**src/rtl/core/packet_framer_xor_checksum_defines.svh**
```systemverilog
// Assertion macros shared by the packet framer RTL.
// Depends on nothing; files that assert include it by name.
`ifndef PACKET_FRAMER_XOR_CHECKSUM_DEFINES_SVH
`define PACKET_FRAMER_XOR_CHECKSUM_DEFINES_SVH

`ifndef SYNTHESIS
// Property that must hold at every clock edge outside reset.
`define PFX_ASSERT(name, clk, rst_n, prop, msg) \
  name: assert property (@(posedge clk) disable iff (!rst_n) prop) else $error(msg);
// Condition that must never be true at a clock edge outside reset.
`define PFX_ASSERT_NEVER(name, clk, rst_n, cond, msg) \
  name: assert property (@(posedge clk) disable iff (!rst_n) !(cond)) else $error(msg);
`else
`define PFX_ASSERT(name, clk, rst_n, prop, msg)
`define PFX_ASSERT_NEVER(name, clk, rst_n, cond, msg)
`endif

`endif

```
**src/rtl/core/pfx_pkg.sv**
```systemverilog
// Types and constants shared by the packet framer modules.
// Depends on nothing; every other module uses it by scoped names.
`default_nettype none

package pfx_pkg;

  // Bytes in a complete frame with no payload.
  localparam int unsigned FrameLen = 5;
  localparam int unsigned CountW = 3;
  localparam int unsigned CfgIdxW = 2;

  // Default depth of the command queue between front and back.
  localparam int unsigned QueueDepthDefault = 4;

  // Configuration reset values.
  localparam logic [7:0] StartMarkerReset = 8'd170;
  localparam logic [7:0] StopMarkerReset = 8'd85;
  localparam logic [7:0] MaxPayloadReset = 8'd64;

  typedef enum logic [CfgIdxW-1:0] {
    CfgStartMarker = 2'd0,
    CfgStopMarker  = 2'd1,
    CfgMaxPayload  = 2'd2
  } cfg_idx_e;

  typedef enum logic {
    KindHeader  = 1'b0,
    KindPayload = 1'b1
  } kind_e;

  typedef enum logic [1:0] {
    StOk           = 2'd0,
    StTooLarge     = 2'd1,
    StNotOpen      = 2'd2,
    StAlreadyOpen  = 2'd3
  } status_e;

  // One input item.
  typedef struct packed {
    kind_e      kind;
    logic [7:0] type_byte;
    logic [7:0] size_byte;
    logic [7:0] data_byte;
  } in_item_t;

  // One result item.
  typedef struct packed {
    logic [7:0] frame_byte;
    logic       last;
    status_e    status;
  } out_item_t;

  // Configuration register file as seen by the front.
  typedef struct packed {
    logic [7:0] start_marker;
    logic [7:0] stop_marker;
    logic [7:0] max_payload;
  } cfg_t;

  // Classified command: the result bytes of one input item.
  typedef struct packed {
    logic [FrameLen-1:0][7:0] bytes;
    logic [CountW-1:0]        count;
    status_e                  status;
  } cmd_t;

endpackage

`default_nettype wire

```
**src/rtl/core/pfx_front.sv**
```systemverilog
// Front end of the packet framer: accepts input items, tracks the open
// message and turns each item into a command. Depends on pfx_pkg.
`default_nettype none

module pfx_front (
  input  wire logic             clk_i,
  input  wire logic             rst_ni,
  input  wire pfx_pkg::cfg_t    cfg_i,
  input  wire logic             in_valid_i,
  output logic                  in_ready_o,
  input  wire pfx_pkg::in_item_t in_data_i,
  input  wire logic             q_full_i,
  output logic                  q_push_o,
  output pfx_pkg::cmd_t         q_cmd_o
);

  logic       open_q, open_d;
  logic [7:0] rem_q, rem_d;
  logic [7:0] xor_q, xor_d;
  logic       accept;
  logic [7:0] hdr_sum;
  logic [7:0] pay_sum;

  assign in_ready_o = !q_full_i;
  assign accept     = in_valid_i && in_ready_o;
  assign q_push_o   = accept;
  assign hdr_sum    = in_data_i.size_byte ^ in_data_i.type_byte;
  assign pay_sum    = xor_q ^ in_data_i.data_byte;

  // Classify the item and build its command and the next message state.
  always_comb begin
    open_d         = open_q;
    rem_d          = rem_q;
    xor_d          = xor_q;
    q_cmd_o.bytes  = '0;
    q_cmd_o.count  = pfx_pkg::CountW'(1);
    q_cmd_o.status = pfx_pkg::StOk;
    if (in_data_i.kind == pfx_pkg::KindHeader) begin
      if (open_q) begin
        q_cmd_o.status = pfx_pkg::StAlreadyOpen;
      end else if (in_data_i.size_byte > cfg_i.max_payload) begin
        q_cmd_o.status = pfx_pkg::StTooLarge;
      end else begin
        q_cmd_o.bytes[0] = cfg_i.start_marker;
        q_cmd_o.bytes[1] = in_data_i.size_byte;
        q_cmd_o.bytes[2] = in_data_i.type_byte;
        q_cmd_o.bytes[3] = hdr_sum;
        q_cmd_o.bytes[4] = cfg_i.stop_marker;
        if (in_data_i.size_byte == 8'd0) begin
          q_cmd_o.count = pfx_pkg::CountW'(5);
        end else begin
          q_cmd_o.count = pfx_pkg::CountW'(3);
          open_d        = 1'b1;
          rem_d         = in_data_i.size_byte;
          xor_d         = hdr_sum;
        end
      end
    end else begin
      if (!open_q) begin
        q_cmd_o.status = pfx_pkg::StNotOpen;
      end else begin
        q_cmd_o.bytes[0] = in_data_i.data_byte;
        rem_d            = rem_q - 8'd1;
        xor_d            = pay_sum;
        if (rem_q == 8'd1) begin
          // Last payload byte closes the frame with checksum and stop.
          q_cmd_o.bytes[1] = pay_sum;
          q_cmd_o.bytes[2] = cfg_i.stop_marker;
          q_cmd_o.count    = pfx_pkg::CountW'(3);
          open_d           = 1'b0;
          xor_d            = 8'd0;
        end
      end
    end
  end

  // Message state advances on each accepted transfer.
  always_ff @(posedge clk_i or negedge rst_ni) begin
    if (!rst_ni) begin
      open_q <= 1'b0;
      rem_q  <= 8'd0;
      xor_q  <= 8'd0;
    end else if (accept) begin
      open_q <= open_d;
      rem_q  <= rem_d;
      xor_q  <= xor_d;
    end
  end

endmodule

`default_nettype wire

```
**src/rtl/core/pfx_fifo.sv**
```systemverilog
// Small command queue between the front and back of the packet framer.
// Depends on pfx_pkg and the assertion macro header.
`default_nettype none
`include "packet_framer_xor_checksum_defines.svh"

module pfx_fifo #(
  parameter int unsigned Depth = pfx_pkg::QueueDepthDefault
) (
  input  wire logic          clk_i,
  input  wire logic          rst_ni,
  input  wire logic          push_i,
  input  wire pfx_pkg::cmd_t wdata_i,
  output logic               full_o,
  input  wire logic          pop_i,
  output pfx_pkg::cmd_t      rdata_o,
  output logic               empty_o
);

  localparam int unsigned PtrW = (Depth > 1) ? $clog2(Depth) : 1;
  localparam int unsigned CntW = $clog2(Depth + 1);
  localparam logic [PtrW-1:0] LastPtr = PtrW'(Depth - 1);
  localparam logic [CntW-1:0] DepthCnt = CntW'(Depth);

  pfx_pkg::cmd_t   mem_q [Depth];
  logic [PtrW-1:0] wptr_q, rptr_q;
  logic [CntW-1:0] cnt_q;

  assign full_o  = (cnt_q == DepthCnt);
  assign empty_o = (cnt_q == '0);
  assign rdata_o = mem_q[rptr_q];

  // Storage for queued commands.
  always_ff @(posedge clk_i) begin
    if (push_i) begin
      mem_q[wptr_q] <= wdata_i;
    end
  end

  // Pointers and fill count.
  always_ff @(posedge clk_i or negedge rst_ni) begin
    if (!rst_ni) begin
      wptr_q <= '0;
      rptr_q <= '0;
      cnt_q  <= '0;
    end else begin
      if (push_i) begin
        wptr_q <= (wptr_q == LastPtr) ? '0 : wptr_q + PtrW'(1);
      end
      if (pop_i) begin
        rptr_q <= (rptr_q == LastPtr) ? '0 : rptr_q + PtrW'(1);
      end
      if (push_i && !pop_i) begin
        cnt_q <= cnt_q + CntW'(1);
      end else if (pop_i && !push_i) begin
        cnt_q <= cnt_q - CntW'(1);
      end
    end
  end

  `PFX_ASSERT_NEVER(a_no_overflow, clk_i, rst_ni, push_i && full_o, "push into full queue")
  `PFX_ASSERT_NEVER(a_no_underflow, clk_i, rst_ni, pop_i && empty_o, "pop from empty queue")
  `PFX_ASSERT(a_cnt_bound, clk_i, rst_ni, cnt_q <= DepthCnt, "queue count beyond depth")

endmodule

`default_nettype wire

```
**src/rtl/core/pfx_back.sv**
```systemverilog
// Packet framer back end: plays out queued commands, one byte per cycle
// unless stalled, to the output register; depends on pfx_pkg, macro header.
`default_nettype none
`include "packet_framer_xor_checksum_defines.svh"

module pfx_back (
  input  wire logic           clk_i,
  input  wire logic           rst_ni,
  input  wire pfx_pkg::cmd_t  head_i,
  input  wire logic           empty_i,
  output logic                pop_o,
  output logic                out_valid_o,
  input  wire logic           out_ready_i,
  output pfx_pkg::out_item_t  out_data_o
);

  logic [pfx_pkg::CountW-1:0] idx_q;
  logic                       out_valid_q;
  pfx_pkg::out_item_t         out_q;
  logic                       emit;
  logic                       is_last;

  assign emit    = !empty_i && (!out_valid_q || out_ready_i);
  assign is_last = (idx_q == head_i.count - pfx_pkg::CountW'(1));
  assign pop_o   = emit && is_last;

  assign out_valid_o = out_valid_q;
  assign out_data_o  = out_q;

  // Byte index within the current command and output valid.
  always_ff @(posedge clk_i or negedge rst_ni) begin
    if (!rst_ni) begin
      idx_q       <= '0;
      out_valid_q <= 1'b0;
    end else begin
      if (emit) begin
        idx_q <= is_last ? '0 : idx_q + pfx_pkg::CountW'(1);
      end
      if (emit) begin
        out_valid_q <= 1'b1;
      end else if (out_ready_i) begin
        out_valid_q <= 1'b0;
      end
    end
  end

  // Output payload register.
  always_ff @(posedge clk_i) begin
    if (emit) begin
      out_q.frame_byte <= head_i.bytes[idx_q];
      out_q.last       <= is_last;
      out_q.status     <= head_i.status;
    end
  end

  `PFX_ASSERT(a_idx_in_range, clk_i, rst_ni, !empty_i |-> idx_q < head_i.count,
              "byte index past command length")
  `PFX_ASSERT(a_err_single, clk_i, rst_ni,
              out_valid_q && out_q.status != pfx_pkg::StOk |-> out_q.last,
              "error result not marked last")
  `PFX_ASSERT(a_idx_restart, clk_i, rst_ni, pop_o |=> idx_q == '0,
              "byte index not cleared after command")

endmodule

`default_nettype wire

```
**src/rtl/core/packet_framer_xor_checksum.sv**
```systemverilog
// Packet framer with XOR-8 checksum: START, SIZE, TYPE, payload, CHECKSUM, STOP.
// The first result byte passes the command queue, then the output register.
// Throughput: one result byte per cycle unless stalled, set by the single output
// register; bytes per item: payload 1, header or closing 3, zero-size header 5.
// Reset: asynchronous active low; clears message state and queue and returns
// the marker and size registers to their reset values.
`default_nettype none

module packet_framer_xor_checksum #(
  parameter int unsigned QueueDepth = pfx_pkg::QueueDepthDefault
) (
  input  wire logic                        clk_i,
  input  wire logic                        rst_ni,
  input  wire logic                        cfg_valid_i,
  output logic                             cfg_ready_o,
  input  wire logic [pfx_pkg::CfgIdxW-1:0] cfg_index_i,
  input  wire logic [7:0]                  cfg_data_i,
  input  wire logic                        in_valid_i,
  output logic                             in_ready_o,
  input  wire pfx_pkg::in_item_t           in_data_i,
  output logic                             out_valid_o,
  input  wire logic                        out_ready_i,
  output pfx_pkg::out_item_t               out_data_o
);

  pfx_pkg::cfg_t cfg_q;
  pfx_pkg::cmd_t push_cmd, head_cmd;
  logic          q_push, q_pop, q_full, q_empty;

  assign cfg_ready_o = 1'b1;

  // Configuration register file; unknown indexes are ignored.
  always_ff @(posedge clk_i or negedge rst_ni) begin
    if (!rst_ni) begin
      cfg_q.start_marker <= pfx_pkg::StartMarkerReset;
      cfg_q.stop_marker  <= pfx_pkg::StopMarkerReset;
      cfg_q.max_payload  <= pfx_pkg::MaxPayloadReset;
    end else if (cfg_valid_i) begin
      case (cfg_index_i)
        pfx_pkg::CfgStartMarker: cfg_q.start_marker <= cfg_data_i;
        pfx_pkg::CfgStopMarker:  cfg_q.stop_marker  <= cfg_data_i;
        pfx_pkg::CfgMaxPayload:  cfg_q.max_payload  <= cfg_data_i;
        default: begin
        end
      endcase
    end
  end

  // Classification of input transfers.
  pfx_front u_front (
    .clk_i      (clk_i),
    .rst_ni     (rst_ni),
    .cfg_i      (cfg_q),
    .in_valid_i (in_valid_i),
    .in_ready_o (in_ready_o),
    .in_data_i  (in_data_i),
    .q_full_i   (q_full),
    .q_push_o   (q_push),
    .q_cmd_o    (push_cmd)
  );

  // Command queue.
  pfx_fifo #(
    .Depth (QueueDepth)
  ) u_fifo (
    .clk_i   (clk_i),
    .rst_ni  (rst_ni),
    .push_i  (q_push),
    .wdata_i (push_cmd),
    .full_o  (q_full),
    .pop_i   (q_pop),
    .rdata_o (head_cmd),
    .empty_o (q_empty)
  );

  // Byte playout.
  pfx_back u_back (
    .clk_i       (clk_i),
    .rst_ni      (rst_ni),
    .head_i      (head_cmd),
    .empty_i     (q_empty),
    .pop_o       (q_pop),
    .out_valid_o (out_valid_o),
    .out_ready_i (out_ready_i),
    .out_data_o  (out_data_o)
  );

endmodule

`default_nettype wire

```
**config.mk**
```make
export PLATFORM = sky130hd
export DESIGN_NAME = packet_framer_xor_checksum
export DESIGN_NICKNAME = d
export VERILOG_FILES = /design/src/rtl/core/pfx_pkg.sv /design/src/rtl/core/pfx_front.sv /design/src/rtl/core/pfx_fifo.sv /design/src/rtl/core/pfx_back.sv /design/src/rtl/core/packet_framer_xor_checksum.sv
export VERILOG_INCLUDE_DIRS = /design/src /design/src/rtl/core
export SDC_FILE = /design/constraint.sdc
export NUM_CORES = 1
export LEC_CHECK = 0
export BUFFER_PORTS_ARGS = -buffer_cell sky130_fd_sc_hd__buf_2
export CAP_MARGIN = 20
export CORE_UTILIZATION = 60
export DETAILED_ROUTE_END_ITERATION = 6
export GPL_ROUTABILITY_DRIVEN = 1
export PLACE_DENSITY = 0.77
export SYNTH_ARGS = -nofsm -noshare
export SYNTH_HDL_FRONTEND = slang
export SYNTH_SLANG_ARGS = --single-unit
```
**constraint.sdc**
```tcl
create_clock -name clk_i -period 5.7 [get_ports clk_i]
set_clock_uncertainty 0.2 [all_clocks]
set_input_delay 0.285 -clock clk_i [delete_from_list [all_inputs] [get_ports clk_i]]
set_output_delay 0.285 -clock clk_i [all_outputs]
set_load 0.01 [all_outputs]
```
After elaboration in Yosys (flattened, before gate mapping)
Memory sizes are Yosys's and may differ from the RTL's.
Cells that the tools add are included.

cells by class
  reductions and logical operators = 20
  equal/unequal tests = 11
  $add $sub $neg = 7
  mux-type cells = 39
  bitwise gates (word level) = 2
  order comparisons = 2

operators with widths
  kind                   number
  $mux W8                12
  $mux W43               2
  $mux W16               2
  $mux W29               1
  $mux W27               1
  $bmux W8 S3            1
  $xor A8 B8 Y8          2
  $mux W3                4
  $mux W1                11
  $mux W2                5
  $eq A8 B1 Y1 const B   1
  $gt A8 B8 Y1           1
  $logic_not A8 Y1       1
  $sub A8 B1 Y8 const B  1
  $add A3 B1 Y3 const B  2
  $eq A2 B2 Y1 const B   3
  $ne A2 B2 Y1 const B   3
  $reduce_and A2 Y1      3
  $sub A3 B1 Y3 const B  2
  $logic_and A1 B1 Y1    5
  $logic_not A1 Y1       5
  $reduce_and A5 Y1      1
  $add A2 B1 Y2 const B  2
  $lt A3 B4 Y1 const B   1
  8 further kinds        9

word-level totals
  input port bits = 40
  flip-flop bits (word level) = 63
  RAM bits = 180
  word-level logic and storage cells = 96
  memories = 1

memory list
  name          depth  bits a word  read ports  clocked after Yosys merged registers in  wr ports  RTL line        RTL
  u_fifo.mem_q  4      45           1           0                                        1         pfx_fifo.sv:24  pfx_pkg::cmd_t mem_q [Depth];

Longest topological paths before layout
  depth after elaboration = 7
  gate-level depth with buffers = 11
  depth with buffers taken out = 10

Hierarchy
From an unflattened synthesis, not the netlist that was laid out.

unflattened totals
  cell total of the unflattened synthesis = 625
  area, all modules = 10578.9 um2

by module, submodules not included
  module                      area each (um2)  instances  seq. area each (um2)  cells an instance
  pfx_fifo                    6909.1           1          5580.4                272
  pfx_front                   1808.0           1          425.4                 225
  packet_framer_xor_checksum  934.6            1          611.8                 53
  pfx_back                    927.1            1          430.4                 75

Worst setup path after synthesis
Ideal clock, no wire load.

  kind = register to register
  from = reg u_fifo.rptr_q[0]
  to = reg u_fifo.cnt_q[1]
  stages on the path, launching flop included = 10
  data arrival time = 2.459 ns
  setup slack = 2.917 ns
  clock period less this slack = 2.783 ns
  required time = 5.375 ns
  path through = dfrtp_1 -> buf_6 -> mux4_2 -> xor2_1 -> nor3_4 -> nand2_2 -> ha_1 -> inv_1 -> fa_1 -> mux2_2

on the way
  cells in the longest elaborated chain, start to end = 7
  elaborated cells between the ends (all ways) = 9
  those cells by class = 1 x add/sub; 1 x eq/ne; 1 x mux; 5 x reduce/logical; 1 x memory

RTL lines
  item                                                  RTL line        RTL
  start: declaration                                    pfx_fifo.sv:25  logic [PtrW-1:0] wptr_q, rptr_q;
  start signal: assignment                              pfx_fifo.sv:50  rptr_q <= (rptr_q == LastPtr) ? '0 : rptr_q + PtrW'(1);
  $mem_v2 Z4 W45 *                                      -
  $sub A3 B1 Y3 *                                       pfx_back.sv:24  assign is_last = (idx_q == head_i.count - pfx_pkg::CountW'(1));
  $eq A3 B3 Y1 *                                        pfx_back.sv:24
  via u_back.is_last                                    pfx_back.sv:21  logic is_last;
  $logic_and A1 B1 Y1 *                                 pfx_back.sv:25  assign pop_o = emit && is_last;
  $logic_not A1 Y1                                      pfx_fifo.sv:52  if (push_i && !pop_i) begin
  $logic_and A1 B1 Y1                                   pfx_fifo.sv:52
  $mux W3 / $reduce_bool A2 Y1 (equally long branches)  -
  end signal: assignment                                pfx_fifo.sv:53  cnt_q <= cnt_q + CntW'(1);
  end signal: assignment                                pfx_fifo.sv:55  cnt_q <= cnt_q - CntW'(1);
  end: declaration                                      pfx_fifo.sv:26  logic [CntW-1:0] cnt_q;

The timed path passes the listed nets; every way through them passes the cells marked *.
A chain may end at the register's enable or synchronous reset.

Worst setup path after layout
Ends and elaborated chain as after synthesis.

==> out/results.tsv <==
stage	metric	value	unit
setup_path	critPathMaxFanout	18	
power_and_ir_drop	cellLeakagePower	4.36	nW
timing	slew-limit-headroom	32.5	%
cts	clockBufferDepth	3	
synth	synth.largest_area_cell	edfxtp_1	
routing	wl_per_cell	23.3	um
timing	tightest_slew	1.01	ns
floorplan	chipHeight	133	um
synth	synthArstFlopShare	21.8	%
floorplan	dieArea	0.0178	sq mm
synth	ys_types	59	
timing	period_share	58.1	%
job	max_cap_viol_count	0	
setup_path	worstPathArrival	3.50	ns
synth	syn-num-nets	692	
floorplan	rows	47	
cts	clkTransAtPathRegs	0.06	ns
timing	final_max_slew_viol_count	0	
routing	via_count	6008	
min_path	hold_class	in -> reg	
run_status	status	finished, final reports clean	
setup_path	rr_worst_depth	8	
power_and_ir_drop	p_seq_share	45.2	%
timing	fin_crit	3.31	ns
synth	synth.top_cell.area_share	54.2	%
routing	drc_errors	0	
floorplan	core	0.0167	sq mm
power_and_ir_drop	sw_frac_of_total	31.1	%
placement	dp_hpwl	14300	um
power_and_ir_drop	total_power	6.07	mW
finish	drive_gt1_share	26.7	%
synth	yosysWarnings	0	
power_and_ir_drop	power_density	513	mW/mm^2
power_and_ir_drop	pwr-share-comb	29.9	%
routing	vias_per_cell	6.30	
global_route	grt_usage	26.1	%
power_and_ir_drop	switchingPower	1.89	mW
cts	numCtsBuffers	24	
setup_path	worstPathRequired	5.89	ns
finish	diodes	0	
synth	synth_edf_count	187	
timing	final-setup-viol-count	0	
global_route	antenna_found_initial	0	
global_route	grt_max_degree	53	
routing	wirelength	22200	um
cts	htree_levels	1	
synth	yosysMostFrequentCell	edfxtp_1	
placement	routabilityCongestion	0.845	
placement	dp.cells	888	
floorplan	start_util	62.0	%
setup_path	r2r_slack	2.39	ns
floorplan	dieWidth	133	um
finish	area_delta_synth_final	14.1	%
synth	ys_seq_area_share	66.9	%
setup_path	r2r_start	u_fifo.rptr_q[0]$_DFFE_PN0P_	
synth	synth_cells	634	
placement	dpl_cell_area	0.0109	sq mm
min_path	min_from	in_data_i[9]	
power_and_ir_drop	internal_power	4.18	mW
cts	ctsResizeCount	0	
timing	rsz0062_at_grt	false	
synth	synth_area	0.0104	sq mm
routing	ant_nets	0	
timing	setup-tns-final	0	ns
setup_path	startpoint	u_fifo.rptr_q[0]$_DFFE_PN0P_	
synth	avgSynthCellArea	16.3	sq um
synth	ys_ff_latch	239	
routing	first_iter_violations	588	
cts	clkSinkCount	239	
synth	ys_top_cells_by_count	edfxtp_1 (187), mux4_2 (44), dfrtp_1 (43), nand2_1 (35), nor2_1 (30)	
global_route	grt_pass1_vias	6155	
finish	final_cell_area	0.0118	sq mm
power_and_ir_drop	vdd_ir_drop_max	339	uV
global_route	grt_pass1_wl	34800	um
cts	clk_latency	0.51	ns
synth	synth_area_leaders	edfxtp_1 (54%), dfrtp_1 (10%), mux4_2 (9.6%)	
placement	portBuffers	52	
global_route	grt_overflow	0	
synth	synth_ff_type	edfxtp_1	
finish	final_cell_count_no_fill	953	
floorplan	ios	54	
cts	root_buffer	clkbuf_16	
timing	max_freq	302	MHz
setup_path	startpoint_type	flip-flop	
finish	nets	773	
setup_path	worst_setup_path_end_kind	flip-flop	
cts	cts_tree	done	
min_path	holdPathStages	4	
routing	dr.pass1.iters	5	
power_and_ir_drop	clockPowerShare	25.0	%
timing	finalHoldViolCount	0	
setup_path	path_class	reg -> reg	
cells in the final DEF (no fill, tap or decap), types with 3 or more instances in the layout:
cell type	count
buf_2	52
a21oi_1	5
and3_2	4
edfxtp_1	187
and2_1	9
nor2_1	30
clkinv_2	6
o31ai_1	5
nand2b_1	17
o21ai_0	21
nand3b_1	4
nand2_1	35
clkbuf_1	4
xor2_1	6
o221ai_1	3
mux4_2	44
dfrtp_1	41
nand3_1	5
dlygate4sd3_1	21
dfstp_2	9
mux2_2	28
nor3_1	5
o22ai_1	9
a311o_1	7
xnor2_1	10
buf_4	9
mux2i_1	14
clkbuf_16	25
a22o_1	22
ha_1	17
and3_1	3
o211ai_1	3
o221a_2	3
inv_1	20
clkinv_1	6
metal layers:
metal	track usage [%]	routed length, um
met1	36.0	9160
met4	9.47	589
met5	0	0
met3	4.34	1510
met2	42.7	11000
kinds of logic after synthesis:
group | count (synthesis) | share of synthesized area (%)
flops | 239 | 66.9
simple gates | 130 | 6.45
compound gates | 93 | 6.65
mux | 88 | 14.2
buf+inv | 49 | 2.17
fa+ha+maj | 18 | 2.25
xor+xnor | 16 | 1.35
other cells | 1 | 0.0362
sequential cells by signal, indices dropped and copies added (netlist names):
signal	cells
u_back.out_data_o	11
u_back.out_valid_o	1
cfg_q	24
u_front.open_q	1
u_fifo.rptr_q	2
u_front.rem_q	8
u_front.xor_q	8
u_fifo.wptr_q	2
u_fifo.cnt_q	3
u_fifo.mem_q	176
u_back.idx_q	3
final cells by class:
class / count / area [sq um]
multi-input combinational: 346 / 3220
sequential: 239 / 6930
clock buffer: 29 / 641
tap: 220 / 275
clock inverter: 15 / 118
timing repair buffer: 83 / 558
fill: 1058 / 4880
inverter: 21 / 78.8
metrics by stage:
| step | hold slack [ns] | utilization (%) | setup WS [ns] |
|---|---|---|---|
| after floorplan | -0.211 | - | 2.92 |
| after global placement | 0.250 | 64.9 | 2.54 |
| after detailed placement | 0.258 | 65.0 | 2.38 |
| after CTS | 0.00869 | 70.8 | 2.36 |
| after global routing | 0.0353 | 70.8 | 2.22 |
| final | 0.0279 | 70.8 | 2.39 |
final timing paths:
kind | end
max | u_fifo.cnt_q[1]$_DFFE_PN0P_
min in group asynchronous | u_front.rem_q[4]$_DFFE_PN0P_
max in group asynchronous | u_fifo.rptr_q[1]$_DFFE_PN0P_
min reg2reg | cfg_q[1]$_DFFE_PN0P_
max reg2reg | u_fifo.cnt_q[1]$_DFFE_PN0P_
min | u_front.rem_q[1]$_DFFE_PN0P_
power groups by stage:
stage	Clock, mW	Sequential (mW)	Combinational [mW]
CTS	1.53	2.74	1.82
detailed placement	0	2.77	1.79
global placement	0	2.73	1.71
finish	1.51	2.74	1.81
floorplan	0	2.66	1.37
global route	1.59	2.79	1.97
critical path, stage by stage (launching register included):
cell and delay [ns]:
dfrtp_2 0.71, mux4_2 0.62, xor2_1 0.19, nor3_4 0.29, nand2_2 0.13, ha_1 0.28, inv_1 0.09, fa_1 0.41
mux2_2 0.28
what timing repair did:
| action | in CTS | in global routing |
|---|---|---|
| endpoints found under the hold margin | 88 | 0 |
| hold buffers | 21 | 0 |
| buffers inserted | 0 | 0 |
Power figures use the tool's default switching activity.
